## config.mk

```make
export PLATFORM = sky130hd
export DESIGN_NAME = audio_frame_to_s16_stereo_unit
export DESIGN_NICKNAME = d
export VERILOG_FILES = /design/src/hw/rtl/afs16_pkg.sv /design/src/hw/rtl/afs16_ctl.sv /design/src/hw/rtl/audio_frame_to_s16_stereo_unit.sv
export SDC_FILE = /design/constraint.sdc
export NUM_CORES = 1
export LEC_CHECK = 0
export BUFFER_PORTS_ARGS = -buffer_cell sky130_fd_sc_hd__clkbuf_2
export CAP_MARGIN = 20
export CORE_MARGIN = 2
export CORE_UTILIZATION = 32
export CTS_CLUSTER_SIZE = 28
export DETAILED_ROUTE_END_ITERATION = 12
export PLACE_DENSITY = 0.58
export SLEW_MARGIN = 20
export SYNTH_ARGS = -nofsm -noshare
export SYNTH_HDL_FRONTEND = slang
export SYNTH_HIERARCHICAL = 1
export SYNTH_SLANG_ARGS = --single-unit
export TNS_END_PERCENT = 50
```

## constraint.sdc

```tcl
create_clock -name clk -period 29.4 [get_ports clk]
set_input_delay 1.47 -clock clk [delete_from_list [all_inputs] [get_ports clk]]
set_output_delay 1.47 -clock clk [all_outputs]
set_load 0.02 [all_outputs]
```

## src/hw/rtl/afs16_pkg.sv

```systemverilog
// ----------------------------------------------------------------------------
// afs16_pkg: shared types and constants
// Register indexes, format codes and the per-sample conversion functions.
// ----------------------------------------------------------------------------
package afs16_pkg;

	localparam int unsigned CFG_IDX_W = 4;
	localparam int unsigned CFG_VAL_W = 4;
	localparam int unsigned WORD_W    = 32;
	localparam int unsigned SMP_W     = 16;

	localparam logic [CFG_IDX_W-1:0] REG_SAMPLE_BYTES  = 4'd0;
	localparam logic [CFG_IDX_W-1:0] REG_CHANNEL_COUNT = 4'd1;

	localparam logic [CFG_VAL_W-1:0] FMT_U8  = 4'd1;
	localparam logic [CFG_VAL_W-1:0] FMT_S16 = 4'd2;
	localparam logic [CFG_VAL_W-1:0] FMT_F32 = 4'd4;
	localparam logic [CFG_VAL_W-1:0] CH_MONO   = 4'd1;
	localparam logic [CFG_VAL_W-1:0] CH_STEREO = 4'd2;

	localparam logic [CFG_VAL_W-1:0] SAMPLE_BYTES_RST  = FMT_S16;
	localparam logic [CFG_VAL_W-1:0] CHANNEL_COUNT_RST = CH_STEREO;

	// conversion mode decoded from the two registers
	typedef enum logic [1:0] {
		MODE_SILENT = 2'd0,
		MODE_U8     = 2'd1,
		MODE_S16    = 2'd2,
		MODE_F32    = 2'd3
	} mode_t;

	typedef struct packed {
		mode_t mode;
		logic  mono;
	} conv_ctl_t;

	// unsigned 8-bit to s16: (u - 128) << 8 is just the msb flipped
	function automatic logic [SMP_W-1:0] conv_u8(input logic [WORD_W-1:0] w);
		conv_u8 = {~w[7], w[6:0], 8'h00};
	endfunction

	// float32 to s16: clamp to +-1, times 32767 rounded to nearest even in
	// single precision, then truncate toward zero
	function automatic logic [SMP_W-1:0] conv_f32(input logic [WORD_W-1:0] w);
		logic [7:0]  e;
		logic [23:0] m;
		logic [39:0] prod;
		logic [39:0] shifted;
		logic [14:0] ipart;
		logic [5:0]  sh;
		logic        lsb;
		logic        rbit;
		logic        stick;
		logic [25:0] top;
		logic [15:0] mag;
		e     = w[30:23];
		m     = {1'b1, w[22:0]};
		prod  = '0;
		shifted = '0;
		ipart = '0;
		sh    = '0;
		lsb   = 1'b0;
		rbit  = 1'b0;
		stick = 1'b0;
		top   = '0;
		mag   = '0;
		if (e == 8'hFF && w[22:0] != 23'd0) begin
			mag = '0;
		end else if (e >= 8'd127) begin
			mag = 16'd32767;
		end else if (e < 8'd103) begin
			// below 2^-24 the product is under 1/512: truncates to zero
			mag = '0;
		end else begin
			// product m*32767 is 39 bits; value = prod * 2^(e-127-23)
			prod = 40'(m) * 40'd32767;
			// float keeps 24 significant bits; msb at bit 38 or 37
			if (prod[38]) begin
				top   = prod[38:13];
				stick = |prod[12:0];
				lsb   = top[2];
				rbit  = top[1];
				stick = stick | top[0];
				prod  = {1'b0, prod[38:15], 15'd0};
				if (rbit && (stick || lsb))
					prod = prod + 40'h0000008000;
			end else begin
				top   = prod[37:12];
				stick = |prod[11:0];
				lsb   = top[2];
				rbit  = top[1];
				stick = stick | top[0];
				prod  = {2'b0, prod[37:14], 14'd0};
				if (rbit && (stick || lsb))
					prod = prod + 40'h0000004000;
			end
			// integer part: prod >> (150 - e), e in 103..126 -> 24..47
			sh = 6'(8'd150 - e);
			shifted = prod >> sh;
			ipart = shifted[14:0];
			mag = {1'b0, ipart};
		end
		conv_f32 = w[31] ? 16'(-mag) : mag;
	endfunction

endpackage

```

## src/hw/rtl/afs16_ctl.sv

```systemverilog
// ----------------------------------------------------------------------------
// afs16_ctl: configuration registers
// Holds sample size and channel count and decodes the conversion mode.
// ----------------------------------------------------------------------------
module afs16_ctl (
	input  logic                              clk,
	input  logic                              arst_n,
	input  logic                              cfg_valid,
	output logic                              cfg_ready,
	input  logic [afs16_pkg::CFG_IDX_W-1:0]   cfg_index,
	input  logic [afs16_pkg::CFG_VAL_W-1:0]   cfg_data,
	output afs16_pkg::conv_ctl_t              ctl
);
	import afs16_pkg::*;

	logic [CFG_VAL_W-1:0] sample_bytes_q;
	logic [CFG_VAL_W-1:0] channel_count_q;

	assign cfg_ready = 1'b1;

	// register writes
	always_ff @(posedge clk or negedge arst_n) begin
		if (!arst_n) begin
			sample_bytes_q  <= SAMPLE_BYTES_RST;
			channel_count_q <= CHANNEL_COUNT_RST;
		end else if (cfg_valid) begin
			if (cfg_index == REG_SAMPLE_BYTES)
				sample_bytes_q <= cfg_data;
			else if (cfg_index == REG_CHANNEL_COUNT)
				channel_count_q <= cfg_data;
		end
	end

	// mode decode; 8-bit treats any count but mono as stereo
	always_comb begin
		ctl.mono = (channel_count_q == CH_MONO);
		ctl.mode = MODE_SILENT;
		if (sample_bytes_q == FMT_U8)
			ctl.mode = MODE_U8;
		else if (channel_count_q == CH_MONO || channel_count_q == CH_STEREO) begin
			if (sample_bytes_q == FMT_S16)
				ctl.mode = MODE_S16;
			else if (sample_bytes_q == FMT_F32)
				ctl.mode = MODE_F32;
		end
	end

endmodule

```

## src/hw/rtl/audio_frame_to_s16_stereo_unit.sv

```systemverilog
// ----------------------------------------------------------------------------
// audio_frame_to_s16_stereo_unit: PCM frame to s16 stereo converter
// Converts u8, s16 or float32 mono/stereo frames to signed 16-bit stereo.
// ----------------------------------------------------------------------------
// channel | signals                                   | direction
// in      | in_valid/in_ready, left/right_word, last  | input beats
// out     | out_valid/out_ready, left/right_sample    | result beats
// cfg     | cfg_valid/cfg_ready, cfg_index, cfg_data  | register writes
//
// One beat per cycle while the output is not stalled; a beat passes the
// input register, then the conversion logic, then the result register.
// Reset clears the valid flags and loads s16 stereo.
// A stall on the output holds the result register and, when the input
// register is also full, stops the input side.
// ----------------------------------------------------------------------------
module audio_frame_to_s16_stereo_unit (
	input  logic                            clk,
	input  logic                            arst_n,
	input  logic                            cfg_valid,
	output logic                            cfg_ready,
	input  logic [afs16_pkg::CFG_IDX_W-1:0] cfg_index,
	input  logic [afs16_pkg::CFG_VAL_W-1:0] cfg_data,
	input  logic                            in_valid,
	output logic                            in_ready,
	input  logic [afs16_pkg::WORD_W-1:0]    left_word,
	input  logic [afs16_pkg::WORD_W-1:0]    right_word,
	input  logic                            frame_last,
	output logic                            out_valid,
	input  logic                            out_ready,
	output logic signed [afs16_pkg::SMP_W-1:0] left_sample,
	output logic signed [afs16_pkg::SMP_W-1:0] right_sample,
	output logic                            out_last
);
	import afs16_pkg::*;

	conv_ctl_t         ctl;
	logic              vld_s1;
	logic [WORD_W-1:0] lw_s1;
	logic [WORD_W-1:0] rw_s1;
	logic              last_s1;
	logic              vld_s2;
	logic [SMP_W-1:0]  l_s2;
	logic [SMP_W-1:0]  r_s2;
	logic              last_s2;
	logic [SMP_W-1:0]  l_c;
	logic [SMP_W-1:0]  r_c;
	logic              adv_s2;

	afs16_ctl u_ctl (
		.clk       (clk),
		.arst_n    (arst_n),
		.cfg_valid (cfg_valid),
		.cfg_ready (cfg_ready),
		.cfg_index (cfg_index),
		.cfg_data  (cfg_data),
		.ctl       (ctl)
	);

	assign adv_s2   = !vld_s2 || out_ready;
	assign in_ready = !vld_s1 || adv_s2;

	// input register
	always_ff @(posedge clk or negedge arst_n) begin
		if (!arst_n)
			vld_s1 <= 1'b0;
		else if (in_ready)
			vld_s1 <= in_valid;
	end
	always_ff @(posedge clk) begin
		if (in_ready && in_valid) begin
			lw_s1   <= left_word;
			rw_s1   <= right_word;
			last_s1 <= frame_last;
		end
	end

	// conversion
	always_comb begin
		l_c = '0;
		r_c = '0;
		unique case (ctl.mode)
			MODE_U8: begin
				l_c = conv_u8(lw_s1);
				r_c = ctl.mono ? l_c : conv_u8(rw_s1);
			end
			MODE_S16: begin
				l_c = lw_s1[SMP_W-1:0];
				r_c = ctl.mono ? l_c : rw_s1[SMP_W-1:0];
			end
			MODE_F32: begin
				l_c = conv_f32(lw_s1);
				r_c = ctl.mono ? l_c : conv_f32(rw_s1);
			end
			MODE_SILENT: begin
				l_c = '0;
				r_c = '0;
			end
			default: begin
				l_c = '0;
				r_c = '0;
			end
		endcase
	end

	// result register
	always_ff @(posedge clk or negedge arst_n) begin
		if (!arst_n)
			vld_s2 <= 1'b0;
		else if (adv_s2)
			vld_s2 <= vld_s1;
	end
	always_ff @(posedge clk) begin
		if (adv_s2 && vld_s1) begin
			l_s2    <= l_c;
			r_s2    <= r_c;
			last_s2 <= last_s1;
		end
	end

	assign out_valid    = vld_s2;
	assign left_sample  = l_s2;
	assign right_sample = r_s2;
	assign out_last     = last_s2;

endmodule
```

==> results.yml <==
run_status:
  outcome: "completed"
clock_tree:
  clk_pin_slew_ns: 0.09
  cts_max_level: 3
  cts_inserted_buffers: 9
  cts_sinks: 108
  cts_resized: 0
  clockBufferDepth: 2
  cts_tree: "yes"
  cts_root_buffer: "clkbuf_16"
  cts_setup_buffers: 0
  cts_hold_buf: 0
  clock_latency_ns: 0.42
floorplan:
  rows: 108
  fp.coreArea_mm2: 0.0868
  dieArea_mm2: 0.0898
  die_y_um: 300
  die_width_um: 300
  start_util_pct: 32.3
  io_pins: 114
run:
  drv_cap: 0
detailed_routing:
  finalWirelength_mm: 100
  ant_nets: 0
  first_pass_iters: 6
  drcViolationCount: 0
  wl_per_cell_um: 22.7
  drtIter0Drc: 2375
  via_per_inst: 5.76
  vias: 25400
setup_path:
  cp_num_cells: 28
  startpoint: "lw_s1[5]$_DFFE_PP_"
  r2r-start: "lw_s1[5]$_DFFE_PP_"
  path_buf_inv: 4
  reg2reg_to: "right_sample[9]$_DFFE_PP_"
  crit_end: "right_sample[9]$_DFFE_PP_"
  reg2reg_slack_ns: 17.99
  cp-end-kind: "flop"
  ff2ff_path_depth: 28
  crit_top_cell: "fa_1"
  cpLargestDelayFamily: "compound AO/OA/AOI/OAI gates"
  arrival_ns: 11.52
  cp-start-kind: "flop"
  cp_slowest_cell: "o41ai_1"
  required_ns: 29.52
  critPathMaxStageDelay_ns: 0.93
  critPathMaxFanout: 14
  path_class: "reg2reg"
grt:
  track_usage_pct: 22.1
  grt_pass1_vias: 24900
  antenna_found_initial: 1
  globalRouteOverflowTotal: 0
  grt_max_degree: 66
  grt_pass1_wl_mm: 153
sta:
  setup_viol: 0
  setup_ws_ns: 17.99
  slew_headroom_pct: 29.7
  skew_ns: 0.0254
  tightest_slew_ns: 1.05
  rsz0062_at_grt: "false"
  finalMaxSlewViolations: 0
  fin_setup_tns_ns: 0
  timing_hold_violations_final: 0
  fmax_ghz: 0.0877
  final.period_utilization_pct: 38.8
  post-route-min-period_ns: 11.41
yosys:
  synth_ff_type: "edfxtp_1"
  yosysUniqueCellTypes: 124
  synth_nets: 3868
  async_flop_share_pct: 9.26
  mappedNetlistArea_mm2: 0.0280
  yosysWarnings: 6
  netlist.area_leader.share_pct: 24.5
  synth_edf_count: 98
  synth-seq-area-share_pct: 11.4
  netlist_instances: 3233
  synth_top_area_cell: "fa_1"
  synthTopCellsByArea: "fa_1 (24%), edfxtp_1 (11%), ha_1 (9.6%), inv_1 (6.3%), nand2_1 (3.2%)"
  ys_seq_elements: 108
  avgSynthCellArea_um2: 8.66
place:
  pre_cts_ws_ns: 18.25
  dp_hpwl_mm: 83.1
  port-buffer-count: 112
  gp_congestion: 0.973
finish:
  area_growth_pct: 7.14
  diodes: 0
  drive_gt1_share_pct: 9.15
  nFillCells: 9163
  nNetsFinal: 3888
worst_hold_path:
  holdCritPathClass: "reg2reg"
## worst reg2reg max path, delay by kind of cell, from the launching register on
kind,cells,cell delay (ns)
AO/OA/AOI/OAI,12,4.50
flip-flops,1,0.57
multiplexers,1,0.49
XOR/XNOR,1,0.22
adder cells (fa/ha/maj),7,3.78
AND/OR/NAND/NOR,3,1.33
buffers and inverters,4,0.23
## logic make-up after synthesis
kind of cell	after synthesis	share of synthesized area, %
AOI/OAI and AO/OA	849	22.2
adders and majority gates	557	34.1
DFF	108	11.4
muxes	63	2.79
xor gates and xnor gates	103	3.25
other	1	0.0134
buffers and inverters	605	8.44
and+or+nand+nor	947	17.8
## through the flow
| stage | utilization [%] | instance area [um^2] | hold slack [ns] | std cells |
|---|---|---|---|---|
| 2_1_floorplan | - | 28000 | 0.400 | 3233 |
| 3_3_place_gp | 34.2 | 29700 | 0.406 | 4397 |
| 3_5_place_dp | 34.2 | 29700 | 0.406 | 4397 |
| 4_1_cts | 34.5 | 30000 | 0.426 | 4413 |
| 5_1_grt | 34.6 | 30000 | 0.434 | 4413 |
| 6_report | 34.6 | 30000 | 0.424 | 4413 |
## synth_stat cells, types with 41 or more instances
cell type  number
a211oi_1       48
a21oi_1       152
a31oi_1        41
and2_1         42
and3_1         42
clkbuf_1       81
edfxtp_1       98
fa_1          342
ha_1          215
inv_1         471
nand2_1       242
nand3_1        68
nand4_1        64
nor2_1        193
nor3_1         94
o211ai_1       55
o21ai_0       123
xnor2_1        59
xor2_1         43
## routing by layer
metal	wire, um	vias to the layer above	GRT usage (%)
met4	2950	2	6.33
met1	46200	12400	31.7
li1	-	11700	-
met3	9490	145	6.51
met2	41600	1136	32.0
met5	11	-	0
## how the worst min path moves through the flow
stage,startpoint,endpoint,slack (ns),cells after the start
global route,last_s1$_DFFE_PP_,out_last$_DFFE_PP_,0.43,0
floorplan,last_s1$_DFFE_PP_,out_last$_DFFE_PP_,0.40,0
finish,last_s1$_DFFE_PP_,out_last$_DFFE_PP_,0.42,0
detailed placement,last_s1$_DFFE_PP_,out_last$_DFFE_PP_,0.41,0
global placement,last_s1$_DFFE_PP_,out_last$_DFFE_PP_,0.41,0
CTS,last_s1$_DFFE_PP_,out_last$_DFFE_PP_,0.43,0
## flip-flops by register name (all words and copies together) (netlist names)
signal / flops
last_s1: 1
left_sample: 16
lw_s1: 32
out_last: 1
out_valid: 1
right_sample: 16
rw_s1: 32
u_ctl/channel_count_q: 4
u_ctl/sample_bytes_q: 4
vld_s1: 1
## cell usage in the layout, fill, tap and decap left out, types with 48 or more instances in the layout
master    synthesis  routed
o211ai_1         55      55
nor2_1          193     192
clkbuf_2          1     112
nand3_1          68      68
a21oi_1         152     152
nand2_1         242     242
xnor2_1          59      57
nand4_1          64      64
a211oi_1         48      48
edfxtp_1         98      98
o21ai_0         123     123
fa_1            342     342
ha_1            215     215
nor3_1           94      94
inv_1           471     471
## layout make-up
type | instances | area [um^2] | share of cell area, %
multi-input cells | 2520 | 22500 | 75.0
flip-flops and latches | 108 | 3200 | 10.7
clock inverters | 7 | 80.1 | 0.267
well taps | 1155 | 1450 | 4.82
clock buffers | 9 | 225 | 0.751
inverters | 475 | 1780 | 5.95
repair buffers | 139 | 763 | 2.55
Power is left out: the tool's default activity adds up to more than one toggle a clock period on the data nets, which glitch-free logic cannot reach.
